==> config.mk <==
export PLATFORM = sky130hd
export DESIGN_NAME = hop_sequence_generator_top
export DESIGN_NICKNAME = d
export VERILOG_FILES = /design/src/hdl/hsg_pkg.sv /design/src/hdl/hsg_ram.sv /design/src/hdl/hsg_rand.sv /design/src/hdl/hsg_ctrl.sv /design/src/hdl/hop_sequence_generator_top.sv
export SDC_FILE = /design/constraint.sdc
export NUM_CORES = 2
export LEC_CHECK = 0
export BUFFER_PORTS_ARGS = -buffer_cell sky130_fd_sc_hd__buf_2
export CAP_MARGIN = 20
export CORE_ASPECT_RATIO = 0.75
export CORE_MARGIN = 2
export CORE_UTILIZATION = 58
export CTS_CLUSTER_SIZE = 28
export DETAILED_ROUTE_END_ITERATION = 12
export HOLD_SLACK_MARGIN = 0.06
export PLACE_DENSITY = 0.77
export SETUP_SLACK_MARGIN = 0.02
export SYNTH_ARGS = -nofsm -noshare
export SYNTH_HDL_FRONTEND = slang
export SYNTH_SLANG_ARGS = --single-unit
export TNS_END_PERCENT = 20
==> constraint.sdc <==
create_clock -name clk -period 6.6 [get_ports clk]
set_clock_uncertainty 0.15 [all_clocks]
set_input_delay 0.66 -clock clk [delete_from_list [all_inputs] [get_ports clk]]
set_output_delay 0.66 -clock clk [all_outputs]
set_load 0.05 [all_outputs]
==> src/hdl/hsg_pkg.sv <==
// ----------------------------------------------------------------------------
// hsg_pkg
// Shared constants, codes and types of the hop sequence generator.
// ----------------------------------------------------------------------------
package hsg_pkg;

    localparam int TABLE_DEPTH  = 256;
    localparam int MAX_CHANNELS = 80;
    localparam int ADDR_W       = $clog2(TABLE_DEPTH);
    localparam int LEN_W        = $clog2(TABLE_DEPTH + 1);
    localparam int CH_W         = 7;
    localparam int SEED_W       = 32;
    localparam int RND_W        = 15;
    localparam int RND_CNT_W    = $clog2(RND_W);

    localparam logic [SEED_W-1:0] LCG_MUL  = 32'd214013;
    localparam logic [SEED_W-1:0] LCG_ADD  = 32'd2531011;
    localparam logic [SEED_W-1:0] LCG_MASK = 32'h7fff_ffff;

    localparam logic [1:0] CFG_SEED  = 2'd0;
    localparam logic [1:0] CFG_COUNT = 2'd1;

    localparam logic REQ_BUILD  = 1'b0;
    localparam logic REQ_LOOKUP = 1'b1;

    typedef enum logic [1:0] {
        ST_OK        = 2'd0,
        ST_RANGE     = 2'd1,
        ST_NOT_BUILT = 2'd2
    } status_t;

    typedef enum logic [3:0] {
        C_IDLE,
        C_LOOK,
        C_FILL,
        C_SHUF,
        C_RWAIT,
        C_RD,
        C_WR_I,
        C_WR_P,
        C_DONE
    } ctrl_state_t;

    typedef enum logic {
        R_IDLE,
        R_DIV
    } rand_state_t;

    typedef struct packed {
        logic              start;
        logic              load;
        logic [SEED_W-1:0] seed;
        logic [CH_W-1:0]   divisor;
    } rand_req_t;

    typedef struct packed {
        logic            done;
        logic [CH_W-1:0] rem;
    } rand_rsp_t;

    typedef struct packed {
        logic             valid;
        logic [CH_W-1:0]  channel;
        logic [LEN_W-1:0] length;
        status_t          status;
    } result_t;

endpackage

==> src/hdl/hsg_ram.sv <==
// ----------------------------------------------------------------------------
// hsg_ram
// Hop table storage: one write port, two read ports, registered read data.
// ----------------------------------------------------------------------------
module hsg_ram
    import hsg_pkg::*;
(
    input  logic              clk,
    input  logic              we,
    input  logic [ADDR_W-1:0] waddr,
    input  logic [CH_W-1:0]   wdata,
    input  logic              re,
    input  logic [ADDR_W-1:0] raddr_a,
    input  logic [ADDR_W-1:0] raddr_b,
    output logic [CH_W-1:0]   rdata_a,
    output logic [CH_W-1:0]   rdata_b
);

    logic [CH_W-1:0] mem [TABLE_DEPTH];

    always_ff @(posedge clk)
    begin
        if (we)
        begin
            mem[waddr] <= wdata;
        end
    end

    always_ff @(posedge clk)
    begin
        if (re)
        begin
            rdata_a <= mem[raddr_a];
            rdata_b <= mem[raddr_b];
        end
    end

endmodule

==> src/hdl/hsg_rand.sv <==
// ----------------------------------------------------------------------------
// hsg_rand
// 31-bit LCG step followed by a bit-serial remainder of bits 30..16.
// ----------------------------------------------------------------------------
module hsg_rand
    import hsg_pkg::*;
(
    input  logic      clk,
    input  logic      rst_n,
    input  rand_req_t req,
    output rand_rsp_t rsp
);

    rand_state_t           state_reg, state_next;
    logic [SEED_W-1:0]     gen_reg;
    logic [SEED_W-1:0]     gen_step;
    logic [RND_W-1:0]      quo_reg;
    logic [CH_W-1:0]       rem_reg;
    logic [RND_CNT_W-1:0]  cnt_reg;
    logic [CH_W:0]         rem_shift;
    logic [CH_W-1:0]       rem_next;
    logic                  last_step;

    assign gen_step  = (SEED_W'(gen_reg * LCG_MUL) + LCG_ADD) & LCG_MASK;
    assign rem_shift = {rem_reg, quo_reg[RND_W-1]};
    assign rem_next  = (rem_shift >= {1'b0, req.divisor})
                     ? CH_W'(rem_shift - {1'b0, req.divisor})
                     : rem_shift[CH_W-1:0];
    assign last_step = (cnt_reg == RND_CNT_W'(RND_W - 1));

    always_comb
    begin
        state_next = state_reg;
        unique case (state_reg)
            R_IDLE:
            begin
                if (req.start)
                begin
                    state_next = R_DIV;
                end
            end
            R_DIV:
            begin
                if (last_step)
                begin
                    state_next = R_IDLE;
                end
            end
            default:
            begin
                state_next = R_IDLE;
            end
        endcase
    end

    always_comb
    begin
        rsp.done = (state_reg == R_DIV) && last_step;
        rsp.rem  = rem_next;
    end

    always_ff @(posedge clk or negedge rst_n)
    begin
        if (!rst_n)
        begin
            state_reg <= R_IDLE;
            gen_reg   <= '0;
            cnt_reg   <= '0;
        end
        else
        begin
            state_reg <= state_next;
            if (req.load)
            begin
                gen_reg <= req.seed;
            end
            else if (state_reg == R_IDLE && req.start)
            begin
                gen_reg <= gen_step;
                cnt_reg <= '0;
            end
            else if (state_reg == R_DIV)
            begin
                cnt_reg <= cnt_reg + 1'b1;
            end
        end
    end

    always_ff @(posedge clk)
    begin
        if (state_reg == R_IDLE && req.start)
        begin
            quo_reg <= gen_step[RND_W+15:16];
            rem_reg <= '0;
        end
        else if (state_reg == R_DIV)
        begin
            quo_reg <= {quo_reg[RND_W-2:0], 1'b0};
            rem_reg <= rem_next;
        end
    end

endmodule

==> src/hdl/hsg_ctrl.sv <==
// ----------------------------------------------------------------------------
// hsg_ctrl
// Request sequencer: lookups, table fill and in-place block shuffle.
// ----------------------------------------------------------------------------
module hsg_ctrl
    import hsg_pkg::*;
(
    input  logic              clk,
    input  logic              rst_n,
    input  logic              in_valid,
    output logic              in_stall,
    input  logic              req_type,
    input  logic [ADDR_W-1:0] hop_index,
    input  logic [SEED_W-1:0] seed_value,
    input  logic [CH_W-1:0]   channel_count,
    input  logic              out_free,
    output result_t           res,
    output rand_req_t         rnd_req,
    input  rand_rsp_t         rnd_rsp,
    output logic              ram_we,
    output logic [ADDR_W-1:0] ram_waddr,
    output logic [CH_W-1:0]   ram_wdata,
    output logic              ram_re,
    output logic [ADDR_W-1:0] ram_raddr_a,
    output logic [ADDR_W-1:0] ram_raddr_b,
    input  logic [CH_W-1:0]   ram_rdata_a,
    input  logic [CH_W-1:0]   ram_rdata_b
);

    ctrl_state_t       state_reg, state_next;
    logic [LEN_W-1:0]  base_reg;
    logic [CH_W-1:0]   pos_reg;
    logic [CH_W-1:0]   n_reg;
    logic [LEN_W-1:0]  len_reg;
    logic              built_reg;
    logic [ADDR_W-1:0] idx_reg;
    logic [ADDR_W-1:0] part_reg;
    logic [CH_W-1:0]   hold_reg;

    logic              accept;
    logic              count_ok;
    logic [CH_W-1:0]   sync_ch;
    logic [LEN_W-1:0]  cur_addr;
    logic [LEN_W-1:0]  base_plus_n;
    logic [LEN_W-1:0]  base_plus_2n;
    logic              pos_last;
    logic [LEN_W-1:0]  part_calc;
    logic [CH_W-1:0]   fill_val;
    logic              shuf_end;

    assign accept       = in_valid && !in_stall;
    assign count_ok     = (channel_count >= CH_W'(2)) && (channel_count <= CH_W'(MAX_CHANNELS));
    assign sync_ch      = n_reg >> 1;
    assign cur_addr     = base_reg + LEN_W'(pos_reg);
    assign base_plus_n  = base_reg + LEN_W'(n_reg);
    assign base_plus_2n = base_plus_n + LEN_W'(n_reg);
    assign pos_last     = (pos_reg == n_reg - 1'b1);
    assign part_calc    = base_reg + LEN_W'(1) + LEN_W'(rnd_rsp.rem);
    assign shuf_end     = pos_last && (base_plus_n == len_reg);
    assign fill_val     = (pos_reg == '0) ? sync_ch : ((pos_reg == sync_ch) ? '0 : pos_reg);

    always_comb
    begin
        state_next = state_reg;
        unique case (state_reg)
            C_IDLE:
            begin
                if (accept)
                begin
                    if (req_type == REQ_LOOKUP)
                        state_next = C_LOOK;
                    else if (count_ok)
                        state_next = C_FILL;
                    else
                        state_next = C_DONE;
                end
            end
            C_LOOK, C_DONE:
            begin
                if (out_free)
                    state_next = C_IDLE;
            end
            C_FILL:
            begin
                if (pos_last && (base_plus_2n > LEN_W'(TABLE_DEPTH)))
                    state_next = C_SHUF;
            end
            C_SHUF:
            begin
                if (pos_reg != '0)
                    state_next = C_RWAIT;
            end
            C_RWAIT:
            begin
                if (rnd_rsp.done)
                    state_next = C_RD;
            end
            C_RD:
            begin
                state_next = C_WR_I;
            end
            C_WR_I:
            begin
                state_next = C_WR_P;
            end
            C_WR_P:
            begin
                state_next = shuf_end ? C_DONE : C_SHUF;
            end
            default:
            begin
                state_next = C_IDLE;
            end
        endcase
    end

    always_comb
    begin
        in_stall        = (state_reg != C_IDLE);
        rnd_req.start   = (state_reg == C_SHUF) && (pos_reg != '0);
        rnd_req.load    = accept && (req_type == REQ_BUILD) && count_ok;
        rnd_req.seed    = seed_value;
        rnd_req.divisor = n_reg - 1'b1;
        ram_we          = 1'b0;
        ram_waddr       = cur_addr[ADDR_W-1:0];
        ram_wdata       = fill_val;
        ram_re          = 1'b0;
        ram_raddr_a     = hop_index;
        ram_raddr_b     = part_reg;
        res.valid       = 1'b0;
        res.channel     = '0;
        res.length      = len_reg;
        res.status      = built_reg ? ST_OK : ST_NOT_BUILT;
        unique case (state_reg)
            C_IDLE:
            begin
                ram_re = accept && (req_type == REQ_LOOKUP);
            end
            C_LOOK:
            begin
                res.valid = out_free;
                if (!built_reg)
                    res.status = ST_NOT_BUILT;
                else if ({1'b0, idx_reg} >= len_reg)
                    res.status = ST_RANGE;
                else
                    res.channel = ram_rdata_a;
            end
            C_DONE:
            begin
                res.valid = out_free;
            end
            C_FILL:
            begin
                ram_we = 1'b1;
            end
            C_RD:
            begin
                ram_re      = 1'b1;
                ram_raddr_a = cur_addr[ADDR_W-1:0];
            end
            C_WR_I:
            begin
                ram_we    = 1'b1;
                ram_wdata = ram_rdata_b;
            end
            C_WR_P:
            begin
                ram_we    = 1'b1;
                ram_waddr = part_reg;
                ram_wdata = hold_reg;
            end
            default:
            begin
            end
        endcase
    end

    always_ff @(posedge clk or negedge rst_n)
    begin
        if (!rst_n)
        begin
            state_reg <= C_IDLE;
            base_reg  <= '0;
            pos_reg   <= '0;
            n_reg     <= CH_W'(2);
            len_reg   <= '0;
            built_reg <= 1'b0;
        end
        else
        begin
            state_reg <= state_next;
            unique case (state_reg)
                C_IDLE:
                begin
                    if (accept && req_type == REQ_BUILD)
                    begin
                        base_reg  <= '0;
                        pos_reg   <= '0;
                        built_reg <= 1'b0;
                        len_reg   <= '0;
                        if (count_ok)
                            n_reg <= channel_count;
                    end
                end
                C_FILL:
                begin
                    if (pos_last)
                    begin
                        pos_reg <= '0;
                        if (base_plus_2n > LEN_W'(TABLE_DEPTH))
                        begin
                            len_reg  <= base_plus_n;
                            base_reg <= '0;
                        end
                        else
                        begin
                            base_reg <= base_plus_n;
                        end
                    end
                    else
                    begin
                        pos_reg <= pos_reg + 1'b1;
                    end
                end
                C_SHUF:
                begin
                    if (pos_reg == '0)
                        pos_reg <= pos_reg + 1'b1;
                end
                C_WR_P:
                begin
                    if (pos_last)
                    begin
                        pos_reg  <= '0;
                        base_reg <= base_plus_n;
                        if (shuf_end)
                            built_reg <= 1'b1;
                    end
                    else
                    begin
                        pos_reg <= pos_reg + 1'b1;
                    end
                end
                default:
                begin
                end
            endcase
        end
    end

    always_ff @(posedge clk)
    begin
        if (accept)
            idx_reg <= hop_index;
        if (state_reg == C_RWAIT && rnd_rsp.done)
        begin
            if (part_calc >= LEN_W'(TABLE_DEPTH))
                part_reg <= ADDR_W'(TABLE_DEPTH - 1);
            else
                part_reg <= part_calc[ADDR_W-1:0];
        end
        if (state_reg == C_WR_I)
            hold_reg <= ram_rdata_a;
    end

endmodule

==> src/hdl/hop_sequence_generator_top.sv <==
// ----------------------------------------------------------------------------
// hop_sequence_generator_top
// Channel hop table builder and lookup.
//
// Input channel (in_valid/in_stall) carries req_type and hop_index; every
// transfer yields exactly one result transfer on the output channel
// (out_valid/out_stall) with channel, sequence_length and status.
// Configuration writes (cfg_valid/cfg_ready, always ready) set seed_value
// (index 0) and channel_count (index 1); other indexes are ignored. They
// only take effect at the next rebuild.
// Lookup: the table read starts at the input transfer; the read data and
// then the result are registered, and no new request is taken until the
// result has entered the result register.
// Rebuild: a fill pass over the table, a start step per block, then per
// non-first entry an LCG step, a 15-bit bit-serial remainder, a read and
// two write-backs, then the result.
// Reset clears control state; no table is built. While the output stalls
// the result register holds and no new input is taken once the next
// result is ready.
// ----------------------------------------------------------------------------
module hop_sequence_generator_top
    import hsg_pkg::*;
(
    input  logic              clk,
    input  logic              rst_n,
    input  logic              in_valid,
    output logic              in_stall,
    input  logic              req_type,
    input  logic [ADDR_W-1:0] hop_index,
    output logic              out_valid,
    input  logic              out_stall,
    output logic [CH_W-1:0]   channel,
    output logic [LEN_W-1:0]  sequence_length,
    output logic [1:0]        status,
    input  logic              cfg_valid,
    output logic              cfg_ready,
    input  logic [1:0]        cfg_index,
    input  logic [SEED_W-1:0] cfg_data
);

    logic [SEED_W-1:0] seed_reg;
    logic [CH_W-1:0]   count_reg;
    logic              out_valid_reg;
    logic [CH_W-1:0]   channel_reg;
    logic [LEN_W-1:0]  length_reg;
    status_t           status_reg;
    logic              out_free;

    result_t           res;
    rand_req_t         rnd_req;
    rand_rsp_t         rnd_rsp;
    logic              ram_we;
    logic              ram_re;
    logic [ADDR_W-1:0] ram_waddr;
    logic [ADDR_W-1:0] ram_raddr_a;
    logic [ADDR_W-1:0] ram_raddr_b;
    logic [CH_W-1:0]   ram_wdata;
    logic [CH_W-1:0]   ram_rdata_a;
    logic [CH_W-1:0]   ram_rdata_b;

    assign cfg_ready       = 1'b1;
    assign out_free        = !out_valid_reg || !out_stall;
    assign out_valid       = out_valid_reg;
    assign channel         = channel_reg;
    assign sequence_length = length_reg;
    assign status          = status_reg;

    always_ff @(posedge clk or negedge rst_n)
    begin
        if (!rst_n)
        begin
            seed_reg  <= '0;
            count_reg <= CH_W'(2);
        end
        else if (cfg_valid && cfg_ready)
        begin
            unique case (cfg_index)
                CFG_SEED:  seed_reg  <= cfg_data;
                CFG_COUNT: count_reg <= cfg_data[CH_W-1:0];
                default:
                begin
                end
            endcase
        end
    end

    always_ff @(posedge clk or negedge rst_n)
    begin
        if (!rst_n)
        begin
            out_valid_reg <= 1'b0;
        end
        else if (res.valid)
        begin
            out_valid_reg <= 1'b1;
        end
        else if (!out_stall)
        begin
            out_valid_reg <= 1'b0;
        end
    end

    always_ff @(posedge clk)
    begin
        if (res.valid)
        begin
            channel_reg <= res.channel;
            length_reg  <= res.length;
            status_reg  <= res.status;
        end
    end

    hsg_ctrl u_ctrl (
        .clk           (clk),
        .rst_n         (rst_n),
        .in_valid      (in_valid),
        .in_stall      (in_stall),
        .req_type      (req_type),
        .hop_index     (hop_index),
        .seed_value    (seed_reg),
        .channel_count (count_reg),
        .out_free      (out_free),
        .res           (res),
        .rnd_req       (rnd_req),
        .rnd_rsp       (rnd_rsp),
        .ram_we        (ram_we),
        .ram_waddr     (ram_waddr),
        .ram_wdata     (ram_wdata),
        .ram_re        (ram_re),
        .ram_raddr_a   (ram_raddr_a),
        .ram_raddr_b   (ram_raddr_b),
        .ram_rdata_a   (ram_rdata_a),
        .ram_rdata_b   (ram_rdata_b)
    );

    hsg_rand u_rand (
        .clk   (clk),
        .rst_n (rst_n),
        .req   (rnd_req),
        .rsp   (rnd_rsp)
    );

    hsg_ram u_ram (
        .clk     (clk),
        .we      (ram_we),
        .waddr   (ram_waddr),
        .wdata   (ram_wdata),
        .re      (ram_re),
        .raddr_a (ram_raddr_a),
        .raddr_b (ram_raddr_b),
        .rdata_a (ram_rdata_a),
        .rdata_b (ram_rdata_b)
    );

endmodule

==> results.py <==
metrics = {
    "outcome": {
        "outcome": "complete, no violations",
    },
    "sta": {
        "max_freq_ghz": 0.157,
        "rsz0062_at_grt": "yes",
        "maxSlewViolCount": 0,
        "hold_viol": 0,
        "timing.final.crit_share": 0.965,
        "period_minus_slack_ns": 6.37,
        "max-slew-margin-rel": 0.133,
        "setup_ws_ns": 0.234,
        "setup_viol": 0,
        "max_slew.worst_pin.slew_ns": 1.30,
    },
    "clocking": {
        "path_clk_slew_ns": 0.07,
        "htreeDepth": 4,
        "clock_sinks": 1981,
        "numCtsBuffers": 184,
        "ctsLongestPathBuffers": 3,
        "clk_latency_ns": 0.86,
        "cts_tree": "built",
        "root_buffer": "clkbuf_16",
    },
    "floorplanning": {
        "dieArea_um2": 180000,
        "dieWidth_um": 489,
        "rows": 133,
        "start_util": 0.584,
        "io_pins": 69,
        "core_area_um2": 175000,
        "die-height_um": 368,
    },
    "placed_design": {
        "io_buffers": 66,
        "post_dp_cell_area_um2": 106000,
        "finalWeightedCongestion": 1.00,
        "dp_hpwl_mm": 209,
        "pre_cts_ws_ns": 0.0360,
    },
    "grt": {
        "gr-usage-all-layers": 0.355,
        "grt_max_degree": 177,
        "grt_pass1_vias": 67300,
        "overflow": 0,
        "antenna_found_initial": 18,
        "grt_pass1_wl_mm": 461,
    },
    "critical_path": {
        "max_stage_delay_ns": 0.56,
        "crit_chain": "inv_1 > fa_2 > fa_1 > fa_1 > fa_1 > inv_1 > fa_1 > inv_1 > fa_2 > inv_1 > ha_1 > and3_1 > a221o_1 > nor2_1 > buf_4 > a31o_2 > a31oi_1 > or4_1 > a31oi_2 > xnor2_1 > nand2_1 > nand2_1",
        "critPathLaunchType": "register",
        "crit_required_ns": 7.05,
        "worst_ep_arrival_time_ns": 6.81,
        "end_kind": "register",
        "crit_type": "register to register",
        "path_max_fanout": 4,
        "cp_slowest_cell": "fa_2",
    },
    "synth": {
        "syn_area_um2": 102000,
        "ys_ff_latch": 1981,
        "syn_inst": 6755,
        "yosys_warnings": 0,
        "synth_nets": 7164,
        "synth_cell_types": 82,
        "synth-edff-count": 1862,
        "synth_top_area_frac": 0.547,
        "ys_seq_area_frac": 0.576,
        "syn_area_per_cell_um2": 15.1,
        "async_flop_share": 0.0565,
        "yosys.area.top_type": "edfxtp_1",
        "dominantRegCellSynth": "edfxtp_1",
        "synth_area_leaders": "edfxtp_1 55%, mux4_2 18%, fa_1 3.5%",
    },
    "drt": {
        "wirelength_mm": 319,
        "post_drt_wl_per_cell_um": 33.7,
        "first_pass_iters": 7,
        "vias": 68800,
        "via_per_inst": 7.27,
        "first_iter_violations": 13100,
        "drc": 0,
        "ant_nets": 0,
    },
    "final_layout": {
        "area_delta_synth_final_pct": 10.6,
        "drive_gt1_frac": 0.230,
        "fillerInstances": 11800,
        "final_cell_mix": "1862 x edfxtp_1, 832 x nand2_1, 827 x mux4_2, 381 x inv_1, 312 x buf_4",
        "design_area_um2": 113000,
        "final_common_cell": "edfxtp_1",
        "largest_reg_flops": 1792,
        "nNetsFinal": 7345,
    },
    "flow_run": {
        "drv_cap": 0,
    },
    "hold_path": {
        "worstHoldPathType": "primary input to asynchronous set/reset pin",
    },
}
==> cell type report <==
class,count,area (um^2),share of cell area
timing repair buffer,465,3940,0.0348
inverter,384,1440,0.0128
antenna,12,30.0,0.000266
sequential,1981,58900,0.521
multi-input combinational,3920,39900,0.353
tap,2362,2960,0.0261
clock inverter,107,1010,0.00896
clock buffer,227,4870,0.0431
==> final timing paths <==
kind / depth (start not counted) / slack (ns) / start / to
max reg2reg: 22 / 0.23 / u_rand.gen_reg[9] / u_rand.quo_reg[13]
min: 2 / 0.18 / rst_n / seed_reg[19]
max in group asynchronous: 4 / 5.00 / rst_n / u_ctrl.state_reg[0]
min in group clk: 5 / 0.19 / req_type / u_ctrl.state_reg[3]
max: 22 / 0.23 / u_rand.gen_reg[9] / u_rand.quo_reg[13]
min reg2reg: 1 / 0.33 / u_rand.rem_reg[6] / u_rand.rem_reg[6]
==> repair_timing <==
item	in CTS	in global routing
setup buffers	0	4
hold buffers	41	0
pin swaps	0	7
resized for setup	1	20
endpoints found under the setup margin	1	10
gates cloned	0	0
endpoints found under the hold margin	81	0
==> stage by stage <==
| stage | utilization | setup TNS (ns) | std cells | hold WS, ns |
|---|---|---|---|---|
| after global routing | 0.645 | -0.00634 | 9448 | 0.170 |
| after CTS | 0.644 | 0 | 9432 | 0.126 |
| after floorplan | - | 0 | 6755 | 0.214 |
| final | 0.646 | 0 | 9458 | 0.180 |
| after global placement | 0.608 | 0 | 9053 | 0.288 |
| after detailed placement | 0.608 | 0 | 9057 | 0.310 |
==> cell usage after synthesis (35+ instances only) <==
| master | n |
|---|---|
| nand2_1 | 839 |
| nand3_1 | 214 |
| nor3_1 | 156 |
| and3_1 | 35 |
| nor2_1 | 246 |
| a22o_1 | 40 |
| buf_2 | 147 |
| buf_1 | 57 |
| a31oi_1 | 53 |
| mux4_2 | 827 |
| xor2_1 | 39 |
| a22oi_1 | 127 |
| o21ai_0 | 106 |
| ha_1 | 180 |
| edfxtp_1 | 1862 |
| a21oi_1 | 280 |
| nand4_1 | 42 |
| a21o_1 | 35 |
| mux2i_1 | 65 |
| a32oi_1 | 52 |
| xnor2_1 | 63 |
| mux2_2 | 47 |
| clkbuf_1 | 213 |
| fa_1 | 181 |
| dfrtp_1 | 110 |
| inv_1 | 383 |
==> metal layers <==
metal | GRT usage | vias up | share of wire
li1 | - | 26800 | -
met1 | 0.481 | 34400 | 0.34
met2 | 0.492 | 6449 | 0.42
met3 | 0.176 | 1096 | 0.19
met4 | 0.137 | 38 | 0.047
met5 | 0.0113 | - | 0.0015
==> cells by family after synthesis <==
kind of cell             share of synthesized area
XOR/XNOR                                   0.00874
adder cells (fa/ha/maj)                     0.0575
AO/OA/AOI/OAI                               0.0573
AND/OR/NAND/NOR                             0.0694
buffers and inverters                       0.0366
other                                    0.0000367
multiplexers                                 0.194
flip-flops                                   0.576
==> worst max-delay path, delay by kind of cell, from the launching register on <==
kind | cells | cell delay (ns)
and+or+nand+nor | 5 | 0.90
buffers and inverters | 5 | 0.39
xor gates and xnor gates | 1 | 0.08
DFF | 1 | 0.34
adders and majority gates | 7 | 3.37
AOI/OAI and AO/OA | 4 | 0.90
Power is not shown: default switching activity piles up to over one toggle a cycle in this logic, so the estimate is an artifact.
